$ cat src/hw/rtl/rtpn_pkg.sv
// ----------------------------------------------------------------------------
// rtpn_pkg
// Types and constants shared by the palette matching pipeline.
// ----------------------------------------------------------------------------
package rtpn_pkg;

  localparam int unsigned LEVEL_COUNT = 6;

  typedef logic [2:0]  level_t;
  typedef logic [4:0]  step_t;
  typedef logic [12:0] cube_dist_t;
  typedef logic [17:0] dist_t;

  localparam logic [7:0] CUBE_LEVEL [LEVEL_COUNT] = '{
    8'd0, 8'd95, 8'd135, 8'd175, 8'd215, 8'd255
  };

  // highest value that still snaps to the lower of two neighbouring levels
  localparam logic [7:0] SNAP_LIMIT [LEVEL_COUNT-1] = '{
    8'd47, 8'd115, 8'd155, 8'd195, 8'd235
  };

  localparam logic [7:0]  CUBE_BASE     = 8'd16;
  localparam logic [7:0]  CUBE_R_STRIDE = 8'd36;
  localparam logic [7:0]  CUBE_G_STRIDE = 8'd6;
  localparam logic [7:0]  GREY_BASE     = 8'd232;
  localparam step_t       GREY_MAX_STEP = 5'd23;
  localparam logic [7:0]  GREY_OFFSET   = 8'd8;
  localparam logic [7:0]  GREY_SPACING  = 8'd10;
  localparam logic [7:0]  GREY_BIAS     = 8'd3;

  // reciprocal multipliers, both followed by a right shift of RECIP_SHIFT
  localparam logic [9:0]  DIV3_MUL      = 10'd683;
  localparam logic [7:0]  DIV10_MUL     = 8'd205;
  localparam int unsigned RECIP_SHIFT   = 11;

endpackage

$ cat src/hw/rtl/rtpn_if.sv
// ----------------------------------------------------------------------------
// rtpn_in_if / rtpn_out_if
// Valid/ready channels carrying an rgb item and a palette index item.
// ----------------------------------------------------------------------------
interface rtpn_in_if;
  logic       valid;
  logic       ready;
  logic [7:0] red;
  logic [7:0] green;
  logic [7:0] blue;

  modport source (output valid, output red, output green, output blue, input ready);
  modport sink   (input valid, input red, input green, input blue, output ready);
endinterface

interface rtpn_out_if;
  logic       valid;
  logic       ready;
  logic [7:0] palette_index;

  modport source (output valid, output palette_index, input ready);
  modport sink   (input valid, input palette_index, output ready);
endinterface

$ cat src/hw/rtl/rgb_to_palette256_nearest.sv
// ----------------------------------------------------------------------------
// rgb_to_palette256_nearest
// Nearest 256-colour palette entry for an 8-bit rgb item, five-stage pipeline.
// ----------------------------------------------------------------------------
// usage
//   in_ch  : valid/ready sink, one rgb item (red, green, blue) per handshake
//   out_ch : valid/ready source, one palette_index item per input item
//   rate   : one item per cycle unless stalled; every stage is registered
//            and the whole pipeline advances together, so each stage holds
//            one item
//   stages : 1 cube snap and channel sum, 2 cube distance and divide by three,
//            3 grey step, 4 grey level differences, 5 grey distance and choice
//   reset  : rst_n (synchronous, low) clears all stage valid bits; no other
//            state is kept between items
//   stall  : when the result waits with out_ch.ready low, every stage holds
//            and in_ch.ready drops; nothing is lost or repeated
// ----------------------------------------------------------------------------
module rgb_to_palette256_nearest (
  input  logic       clk,
  input  logic       rst_n,
  rtpn_in_if.sink    in_ch,
  rtpn_out_if.source out_ch
);
  import rtpn_pkg::*;

  localparam int unsigned STAGES = 5;

  logic [STAGES-1:0] vld_r;
  logic              advance;

  // stage 1
  logic [7:0] s1_red_r, s1_green_r, s1_blue_r;
  level_t     s1_lr_r, s1_lg_r, s1_lb_r;
  logic [5:0] s1_dr_r, s1_dg_r, s1_db_r;
  logic [9:0] s1_sum_r;
  level_t     lr_nxt, lg_nxt, lb_nxt;
  logic [5:0] dr_nxt, dg_nxt, db_nxt;

  // stage 2
  logic [7:0] s2_red_r, s2_green_r, s2_blue_r;
  logic [7:0] s2_cube_idx_r;
  cube_dist_t s2_cube_d_r;
  logic [7:0] s2_avg_r;
  dist_t      cube_d_full;
  logic [19:0] avg_prod;
  logic [7:0] cube_idx_nxt;

  // stage 3
  logic [7:0] s3_red_r, s3_green_r, s3_blue_r;
  logic [7:0] s3_cube_idx_r;
  cube_dist_t s3_cube_d_r;
  step_t      s3_step_r;
  step_t      step_nxt;

  // stage 4
  logic [7:0] s4_cube_idx_r;
  cube_dist_t s4_cube_d_r;
  step_t      s4_step_r;
  logic [7:0] s4_gdr_r, s4_gdg_r, s4_gdb_r;
  logic [7:0] grey_val;

  // stage 5
  logic [7:0] s5_idx_r;
  dist_t      grey_d;

  assign advance     = !vld_r[STAGES-1] || out_ch.ready;
  assign in_ch.ready = advance;

  always_ff @(posedge clk) begin
    if (!rst_n) begin
      vld_r <= '0;
    end else if (advance) begin
      vld_r <= {vld_r[STAGES-2:0], in_ch.valid};
    end
  end

  rtpn_snap u_snap_r (.value(in_ch.red),   .level(lr_nxt), .diff(dr_nxt));
  rtpn_snap u_snap_g (.value(in_ch.green), .level(lg_nxt), .diff(dg_nxt));
  rtpn_snap u_snap_b (.value(in_ch.blue),  .level(lb_nxt), .diff(db_nxt));

  always_ff @(posedge clk) begin
    if (advance) begin
      s1_red_r   <= in_ch.red;
      s1_green_r <= in_ch.green;
      s1_blue_r  <= in_ch.blue;
      s1_lr_r    <= lr_nxt;
      s1_lg_r    <= lg_nxt;
      s1_lb_r    <= lb_nxt;
      s1_dr_r    <= dr_nxt;
      s1_dg_r    <= dg_nxt;
      s1_db_r    <= db_nxt;
      s1_sum_r   <= 10'(in_ch.red) + 10'(in_ch.green) + 10'(in_ch.blue);
    end
  end

  rtpn_dist u_cube_dist (
    .diff_r(8'(s1_dr_r)),
    .diff_g(8'(s1_dg_r)),
    .diff_b(8'(s1_db_r)),
    .sq_sum(cube_d_full)
  );

  always_comb begin
    avg_prod     = 20'(s1_sum_r) * 20'(DIV3_MUL);
    cube_idx_nxt = 8'(CUBE_BASE + 8'(s1_lr_r) * CUBE_R_STRIDE
                   + 8'(s1_lg_r) * CUBE_G_STRIDE + 8'(s1_lb_r));
  end

  always_ff @(posedge clk) begin
    if (advance) begin
      s2_red_r      <= s1_red_r;
      s2_green_r    <= s1_green_r;
      s2_blue_r     <= s1_blue_r;
      s2_cube_idx_r <= cube_idx_nxt;
      s2_cube_d_r   <= cube_d_full[12:0];
      s2_avg_r      <= avg_prod[RECIP_SHIFT +: 8];
    end
  end

  rtpn_grey_step u_grey_step (.avg(s2_avg_r), .step(step_nxt));

  always_ff @(posedge clk) begin
    if (advance) begin
      s3_red_r      <= s2_red_r;
      s3_green_r    <= s2_green_r;
      s3_blue_r     <= s2_blue_r;
      s3_cube_idx_r <= s2_cube_idx_r;
      s3_cube_d_r   <= s2_cube_d_r;
      s3_step_r     <= step_nxt;
    end
  end

  assign grey_val = 8'(GREY_OFFSET + 8'(s3_step_r) * GREY_SPACING);

  always_ff @(posedge clk) begin
    if (advance) begin
      s4_cube_idx_r <= s3_cube_idx_r;
      s4_cube_d_r   <= s3_cube_d_r;
      s4_step_r     <= s3_step_r;
      s4_gdr_r      <= (s3_red_r   >= grey_val) ? 8'(s3_red_r - grey_val)
                                                : 8'(grey_val - s3_red_r);
      s4_gdg_r      <= (s3_green_r >= grey_val) ? 8'(s3_green_r - grey_val)
                                                : 8'(grey_val - s3_green_r);
      s4_gdb_r      <= (s3_blue_r  >= grey_val) ? 8'(s3_blue_r - grey_val)
                                                : 8'(grey_val - s3_blue_r);
    end
  end

  rtpn_dist u_grey_dist (
    .diff_r(s4_gdr_r),
    .diff_g(s4_gdg_r),
    .diff_b(s4_gdb_r),
    .sq_sum(grey_d)
  );

  always_ff @(posedge clk) begin
    if (advance) begin
      if (grey_d < 18'(s4_cube_d_r)) begin
        s5_idx_r <= 8'(GREY_BASE + 8'(s4_step_r));
      end else begin
        s5_idx_r <= s4_cube_idx_r;
      end
    end
  end

  assign out_ch.valid         = vld_r[STAGES-1];
  assign out_ch.palette_index = s5_idx_r;

endmodule

$ cat src/hw/rtl/rtpn_snap.sv
// ----------------------------------------------------------------------------
// rtpn_snap
// Snaps one channel to its nearest cube level, lower level on a tie.
// ----------------------------------------------------------------------------
module rtpn_snap (
  input  logic [7:0]      value,
  output rtpn_pkg::level_t level,
  output logic [5:0]      diff
);
  import rtpn_pkg::*;

  logic [7:0] lvl_val;

  always_comb begin
    if (value <= SNAP_LIMIT[0]) begin
      level = 3'd0;
    end else if (value <= SNAP_LIMIT[1]) begin
      level = 3'd1;
    end else if (value <= SNAP_LIMIT[2]) begin
      level = 3'd2;
    end else if (value <= SNAP_LIMIT[3]) begin
      level = 3'd3;
    end else if (value <= SNAP_LIMIT[4]) begin
      level = 3'd4;
    end else begin
      level = 3'd5;
    end
  end

  always_comb begin
    lvl_val = CUBE_LEVEL[level];
    if (value >= lvl_val) begin
      diff = 6'(value - lvl_val);
    end else begin
      diff = 6'(lvl_val - value);
    end
  end

endmodule

$ cat src/hw/rtl/rtpn_grey_step.sv
// ----------------------------------------------------------------------------
// rtpn_grey_step
// Grey ramp step from the channel average, rounded and clamped.
// ----------------------------------------------------------------------------
module rtpn_grey_step (
  input  logic [7:0]      avg,
  output rtpn_pkg::step_t step
);
  import rtpn_pkg::*;

  logic [7:0]  biased;
  logic [15:0] prod;
  step_t       raw;

  always_comb begin
    biased = 8'(avg - GREY_BIAS);
    prod   = 16'(biased) * 16'(DIV10_MUL);
    raw    = prod[RECIP_SHIFT +: 5];
    if (avg < GREY_BIAS) begin
      step = '0;
    end else if (raw > GREY_MAX_STEP) begin
      step = GREY_MAX_STEP;
    end else begin
      step = raw;
    end
  end

endmodule

$ cat src/hw/rtl/rtpn_dist.sv
// ----------------------------------------------------------------------------
// rtpn_dist
// Squared rgb distance from three per-channel absolute differences.
// ----------------------------------------------------------------------------
module rtpn_dist (
  input  logic [7:0]      diff_r,
  input  logic [7:0]      diff_g,
  input  logic [7:0]      diff_b,
  output rtpn_pkg::dist_t sq_sum
);
  import rtpn_pkg::*;

  logic [15:0] sq_r;
  logic [15:0] sq_g;
  logic [15:0] sq_b;

  always_comb begin
    sq_r   = 16'(diff_r) * 16'(diff_r);
    sq_g   = 16'(diff_g) * 16'(diff_g);
    sq_b   = 16'(diff_b) * 16'(diff_b);
    sq_sum = 18'(sq_r) + 18'(sq_g) + 18'(sq_b);
  end

endmodule

$ cat src/flat_wrapper.sv
// flat-port wrapper written by rule: the top's interface ports become plain ports
module rgb_to_palette256_nearest_flat import rtpn_pkg::*;
  (clk, rst_n, in_ch_valid, in_ch_red, in_ch_green, in_ch_blue, in_ch_ready, out_ch_valid, out_ch_palette_index, out_ch_ready);
  rtpn_in_if in_ch_i ();
  rtpn_out_if out_ch_i ();
  input  logic clk;
  input  logic rst_n;
  input wire logic [$bits(in_ch_i.valid)-1:0] in_ch_valid;
  input wire logic [$bits(in_ch_i.red)-1:0] in_ch_red;
  input wire logic [$bits(in_ch_i.green)-1:0] in_ch_green;
  input wire logic [$bits(in_ch_i.blue)-1:0] in_ch_blue;
  output wire logic [$bits(in_ch_i.ready)-1:0] in_ch_ready;
  output wire logic [$bits(out_ch_i.valid)-1:0] out_ch_valid;
  output wire logic [$bits(out_ch_i.palette_index)-1:0] out_ch_palette_index;
  input wire logic [$bits(out_ch_i.ready)-1:0] out_ch_ready;
  assign in_ch_i.valid = in_ch_valid;
  assign in_ch_i.red = in_ch_red;
  assign in_ch_i.green = in_ch_green;
  assign in_ch_i.blue = in_ch_blue;
  assign in_ch_ready = in_ch_i.ready;
  assign out_ch_valid = out_ch_i.valid;
  assign out_ch_palette_index = out_ch_i.palette_index;
  assign out_ch_i.ready = out_ch_ready;
  rgb_to_palette256_nearest u_core (.clk(clk), .rst_n(rst_n), .in_ch(in_ch_i), .out_ch(out_ch_i));
endmodule
$ cat config.mk
export PLATFORM = sky130hd
export DESIGN_NAME = rgb_to_palette256_nearest_flat
export DESIGN_NICKNAME = d
export VERILOG_FILES = /design/src/hw/rtl/rtpn_pkg.sv /design/src/hw/rtl/rtpn_if.sv /design/src/hw/rtl/rgb_to_palette256_nearest.sv /design/src/hw/rtl/rtpn_snap.sv /design/src/hw/rtl/rtpn_grey_step.sv /design/src/hw/rtl/rtpn_dist.sv /design/src/flat_wrapper.sv
export SDC_FILE = /design/constraint.sdc
export NUM_CORES = 1
export LEC_CHECK = 0
export ABC_AREA = 1
export CAP_MARGIN = 30
export CORE_MARGIN = 2
export CORE_UTILIZATION = 30
export CTS_BUF_LIST = sky130_fd_sc_hd__clkbuf_16
export DETAILED_ROUTE_END_ITERATION = 8
export DONT_BUFFER_PORTS = 1
export HOLD_SLACK_MARGIN = 0.12
export SYNTH_ARGS = -nofsm -noshare
export SYNTH_HDL_FRONTEND = slang
export SYNTH_SLANG_ARGS = --single-unit
$ cat constraint.sdc
create_clock -name clk -period 8 [get_ports clk]
set_input_delay 1.2 -clock clk [delete_from_list [all_inputs] [get_ports clk]]
set_output_delay 1.2 -clock clk [all_outputs]
set_load 0.02 [all_outputs]
==> summary.md, run 1 <==
| Metric | Value |
|---|---|
| Post-Route Setup TNS | `0 ns` |
| Largest net degree at the start of global routing | `74` |
| Top-Level Pins | `38` |
| Unrepaired setup endpoints after global routing | `false` |
| Area Overhead vs Synth | `9.12%` |
| Hold-fix buffers at CTS | `0` |
| Drt pass-1 iters | `5` |
| WS Path Type | `reg2reg` |
| Clock slew at reported path FFs | `0.07 ns` |
| Final hold violation count | `0` |
| Final WL | `44,100 um` |
| Routed Antenna Nets | `0` |
| Drc violations | `0` |
| Main synth FF type | `edfxtp_1` |
| Crit start category | `flip-flop` |
| Fillers | `7,839` |
| Layout cell share with drive strength beyond 1 | `3.26%` |
| Max frequency | `139 MHz` |
| Global Route met2 Usage | `20.7%` |
| Crit-path slowest cell | `fa_1` |
| Root buffer cell | `clkbuf_16` |
| Iter 0 DRT Violations | `738` |
| Initial antenna violation count | `1` |
| Vias per Instance | `4.26` |
| Busiest grt layer | `met2` |
| Synth Register Bits | `227` |
| Distinct cells, synth | `48` |
| Row count | `101` |
| Syn_area_per_cell | `9.75 um^2` |
| Cell area after synthesis | `0.0231 mm^2` |
| Largest area contributor in the netlist | `edfxtp_1` |
| Max Root-Sink Buffers | `3` |
| Setup Buffers After CTS | `0` |
| Number of synthesized flops with an enable pin | `222` |
| Die area | `0.0792 mm^2` |
| Clk Latency, worst-skew pair | `0.54 ns` |
| Worst path bufs/invs | `6` |
| Global route total overflow | `0` |
| GR Util All Layers | `11.5%` |
| Slew margin rel. | `47.4%` |
| Vias in the first global route | `14.7k` |
| Synth cell count leaders | `inv_1, nand2_1, ha_1` |
| Tmin final | `7.17 ns` |
| CP arrival | `7.46 ns` |
| Number of CTS-inserted buffers | `26` |
| Max stage delay on crit path | `0.58 ns` |
| First-pass GRT wire length | `73,900 um` |
| Element type at the critical path end | `flip-flop` |
| Smallest hold slack | `0.412 ns` |
| Worst path required time | `8.29 ns` |
| Post-cts repair resize count | `0` |
| DIE HEIGHT | `281 um` |
| # diodes | `0` |
| Most common cell in the netlist | `inv_1` |
| Met1 GRT Util | `14.9%` |
| Hold/Removal Path Class | `reg2reg` |
| Synth area leaders | `edfxtp_1, fa_1, ha_1` |
| GR met3 Demand/Resource | `1.33%` |
| Starting density of the core | `30.3%` |
| Outcome | `finished, final reports clean` |
| Post-synthesis cell count | `2,368` |
| Via Count | `14.6k` |
| MaxCap Viol Count | `0` |
| H-tree depth | `1` |
| Clk sinks | `227` |
| IO Port Bufs | `0` |
| Slew Limit Fails | `0` |
| Share of the synthesized area in the top cell type | `28.9%` |
| Setup violations, final | `0` |
| YS warnings | `0` |
| Routed WL per cell | `12.9 um` |
| Hpwl dp | `37,500 um` |
| Worst-margin pin slew | `0.789 ns` |
| Largest delay share family, worst path | `adder cells` |
| Mapped Nets | `2,979` |
| Clock tree from TritonCTS | `done` |
| DIE WIDTH | `281 um` |
| Final setup skew | `0.0104 ns` |
| Placer Congestion | `0.872` |
| Tcrit/Tclk final | `89.6%` |
| Core Region | `0.0761 mm^2` |
| Register area share after synthesis | `29.3%` |
| Nets | `2,983` |
| Post-synth ARST share | `0%` |
| Crit-path max FO | `8` |
## cell type report
cell class / instances / area [um^2] / share of cell area [%]
Clock inverter: 20 / 240 / 0.954
Tap cell: 1030 / 1290 / 5.12
Inverter: 628 / 2360 / 9.39
Sequential cell: 227 / 6770 / 26.9
Clock buffer: 26 / 651 / 2.58
Timing Repair Buffer: 3 / 22.5 / 0.0894
Multi-Input combinational cell: 1486 / 13900 / 55.0
## kinds of logic after synthesis
group / count (synthesis) / share of synthesized area, %
compound gates: 234 / 5.86
xor+xnor: 105 / 4.02
fa+ha+maj: 583 / 39.7
buf+inv: 655 / 10.7
flops: 227 / 29.3
mux: 11 / 0.520
simple gates: 553 / 9.91
## registers in the layout, summed over array words and instances (netlist names), 10 cells and up
name / count
u_core.s1_sum_r: 10
u_core.s2_cube_d_r: 13
u_core.s3_cube_d_r: 13
u_core.s4_cube_d_r: 13
## layout by cell type (no fill, tap or decap), types with 4 or more instances in the layout
| cell type | n |
|---|---|
| nand4_1 | 18 |
| nor3_1 | 6 |
| nor2_1 | 94 |
| bufinv_16 | 4 |
| xor2_1 | 65 |
| fa_1 | 250 |
| o31ai_1 | 6 |
| inv_1 | 625 |
| clkbuf_16 | 26 |
| clkinv_2 | 4 |
| o21ai_0 | 70 |
| ha_1 | 333 |
| xnor2_1 | 39 |
| a221oi_1 | 4 |
| a31oi_1 | 5 |
| o211ai_1 | 7 |
| nand3_2 | 6 |
| dfxtp_1 | 5 |
| o21bai_1 | 7 |
| nand2_1 | 376 |
| mux2_2 | 8 |
| nand3_1 | 36 |
| a21o_1 | 13 |
| a21oi_1 | 104 |
| edfxtp_1 | 222 |
## path summary, 6_finish.rpt
path,startpoint,to,slack (ns),cells past startpoint
max reg2reg,u_core.s4_gdb_r[3],u_core.out_ch.palette_index[5],0.83,30
min reg2reg,u_core.s1_blue_r[2],u_core.s2_blue_r[2],0.41,0
min,u_core.s1_blue_r[2],u_core.s2_blue_r[2],0.41,0
max,u_core.s4_gdb_r[3],u_core.out_ch.palette_index[5],0.83,30
## per-layer routing
| metal | wire [um] | share of wire (%) |
|---|---|---|
| met4 | 754 | 1.7 |
| met1 | 20000 | 45 |
| met2 | 21900 | 50 |
| met3 | 1570 | 3.6 |
| met5 | 0 | 0 |
## worst register-to-register path, delay by kind of cell, from the launching register on
kind / cells / cell delay [ns]
XOR/XNOR: 1 / 0.16
adder cells (fa/ha/maj): 9 / 4.24
AO/OA/AOI/OAI: 3 / 0.51
buffers and inverters: 6 / 0.32
flip-flops: 1 / 0.53
AND/OR/NAND/NOR: 11 / 1.14
## through the flow
step / util (%) / instances / instance area (um^2) / setup slack [ns]
after floorplan: - / 2368 / 23100 / 1.06
final: 33.1 / 3420 / 25200 / 0.829
after CTS: 33.1 / 3420 / 25200 / 0.777
after detailed placement: 31.9 / 3374 / 24300 / 0.803
after global placement: 31.9 / 3374 / 24300 / 0.847
after global routing: 33.1 / 3420 / 25200 / 0.382
Power of run 1 is not shown: default switching activity piles up to over one toggle a cycle in this logic, so the estimate is an artifact.
==> inputs of run 2 (changes only) <==
--- a/config.mk
+++ b/config.mk
@@ -9,7 +9,6 @@
 export CAP_MARGIN = 30
 export CORE_MARGIN = 2
 export CORE_UTILIZATION = 30
-export CTS_BUF_LIST = sky130_fd_sc_hd__clkbuf_16
 export DETAILED_ROUTE_END_ITERATION = 8
 export DONT_BUFFER_PORTS = 1
 export HOLD_SLACK_MARGIN = 0.12
==> summary.md, run 2 (synthesis results as in run 1) <==
| Metric | Value |
|---|---|
| Row count | `101` |
| Regs by FF count | `u_core.s2_cube_d_r (13), u_core.s3_cube_d_r (13), u_core.s4_cube_d_r (13)` |
| Max frequency | `140 MHz` |
| Largest net degree at the start of global routing | `74` |
| Largest delay share family, worst path | `adder cells` |
| # placed instances | `3,374` |
| Via Count | `14.6k` |
| Global route total overflow | `0` |
| Max stage delay on crit path | `0.58 ns` |
| Multi-input logic area | `0.0139 mm^2` |
| Hold depth | `0` |
| Slew Limit Fails | `0` |
| Met1 wire length | `20,000 um` |
| Iter 0 DRT Violations | `737` |
| Outcome | `finished, final reports clean` |
| Critical Path Stages | `30` |
| Worst path bufs/invs | `6` |
| Setup violations, final | `0` |
| Final Util | `33.1%` |
| # diodes | `0` |
| Max Root-Sink Buffers | `3` |
| Clk sinks | `227` |
| Placer Congestion | `0.872` |
| Commonest non-fill, non-tap cell in the layout | `inv_1` |
| Crit-path max FO | `8` |
| DR WL met3 | `1560 um` |
| Drc violations | `0` |
| Worst path required time | `8.30 ns` |
| Starting density of the core | `30.3%` |
| Area Overhead vs Synth | `9.12%` |
| Layout cell share with drive strength beyond 1 | `3.26%` |
| Tcrit/Tclk final | `89.6%` |
| First-pass GRT wire length | `73,900 um` |
| Register Area | `0.00677 mm^2` |
| Hold-fix buffers at CTS | `0` |
| Final cell count without fillers | `3,420` |
| Nets | `2,983` |
| Crit start category | `flip-flop` |
| Vias per Instance | `4.27` |
| Root buffer cell | `clkbuf_16` |
| Most frequent cells in the layout | `inv_1, nand2_1, ha_1` |
| Unrepaired setup endpoints after global routing | `false` |
| CP arrival | `7.46 ns` |
| Hpwl dp | `37,500 um` |
| Crit-path slowest cell | `fa_1` |
| Worst-margin pin slew | `0.789 ns` |
| Drt pass-1 iters | `5` |
| Post-cts repair resize count | `0` |
| Vias in the first global route | `14.7k` |
| Slew margin rel. | `47.4%` |
| Post-Route Setup TNS | `0 ns` |
| Element type at the critical path end | `flip-flop` |
| Clock tree from TritonCTS | `done` |
| H-tree depth | `1` |
| Final WL | `44,100 um` |
| Clk Latency, worst-skew pair | `0.54 ns` |
| Routed Antenna Nets | `0` |
| DIE WIDTH | `281 um` |
| Core Region | `0.0761 mm^2` |
| WS Path Type | `reg2reg` |
| MaxCap Viol Count | `0` |
| Fillers | `7,839` |
| Initial antenna violation count | `1` |
| DIE HEIGHT | `281 um` |
| R2R cell count | `30` |
| IO Port Bufs | `0` |
| Met2 WL | `21,900 um` |
| Clock slew at reported path FFs | `0.07 ns` |
| Final setup skew | `0.0103 ns` |
| GR Util All Layers | `11.5%` |
| Routed WL per cell | `12.9 um` |
| Die area | `0.0792 mm^2` |
| Top-Level Pins | `38` |
| Number of CTS-inserted buffers | `26` |
| Top layer in use | `met4` |
| Setup Buffers After CTS | `0` |
| Final hold violation count | `0` |
| Worst reg2reg setup slack | `0.83 ns` |
| Hold/Removal Path Class | `reg2reg` |
| Tmin final | `7.17 ns` |
-- run 2: changes by cell type in the layout (fill, tap and decap cells not counted) --
cell and delta:
clkbuf_1 +1, inv_1 -1
-- run 2: through the flow --
stage | worst slack (ns) | hold slack, ns | area [um^2]
floorplan | 1.06 | 0.400 | 23100
global placement | 0.847 | 0.400 | 24300
detailed placement | 0.803 | 0.405 | 24300
CTS | 0.776 | 0.414 | 25200
global route | 0.382 | 0.418 | 25200
finish | 0.834 | 0.412 | 25200
-- run 2: worst register-to-register path, delay by kind of cell (launching register included) --
kind	cells	cell delay, ns
xor gates and xnor gates	1	0.16
DFF	1	0.53
AOI/OAI and AO/OA	3	0.51
adders and majority gates	9	4.24
buffers and inverters	6	0.32
and+or+nand+nor	11	1.14
-- run 2: final timing paths --
path	end	from
max	u_core.out_ch.palette_index[5]	u_core.s4_gdb_r[3]
min	u_core.s2_blue_r[2]	u_core.s1_blue_r[2]
max reg2reg	u_core.out_ch.palette_index[5]	u_core.s4_gdb_r[3]
min reg2reg	u_core.s2_blue_r[2]	u_core.s1_blue_r[2]
-- run 2: routing by layer --
metal	vias up	track usage [%]
met3	45	1.33
met5	-	0
met2	219	20.7
met1	6902	14.9
met4	0	2.58
li1	7423	-
-- run 2: area by class of cell --
cell class | count | area share [%]
multi-input combinational | 1486 | 55.0
clock buffer | 27 | 2.60
timing repair buffer | 3 | 0.0894
sequential | 227 | 26.9
tap | 1030 | 5.12
clock inverter | 19 | 0.939
inverter | 628 | 9.39
Power of run 2 is left out for the same reason.
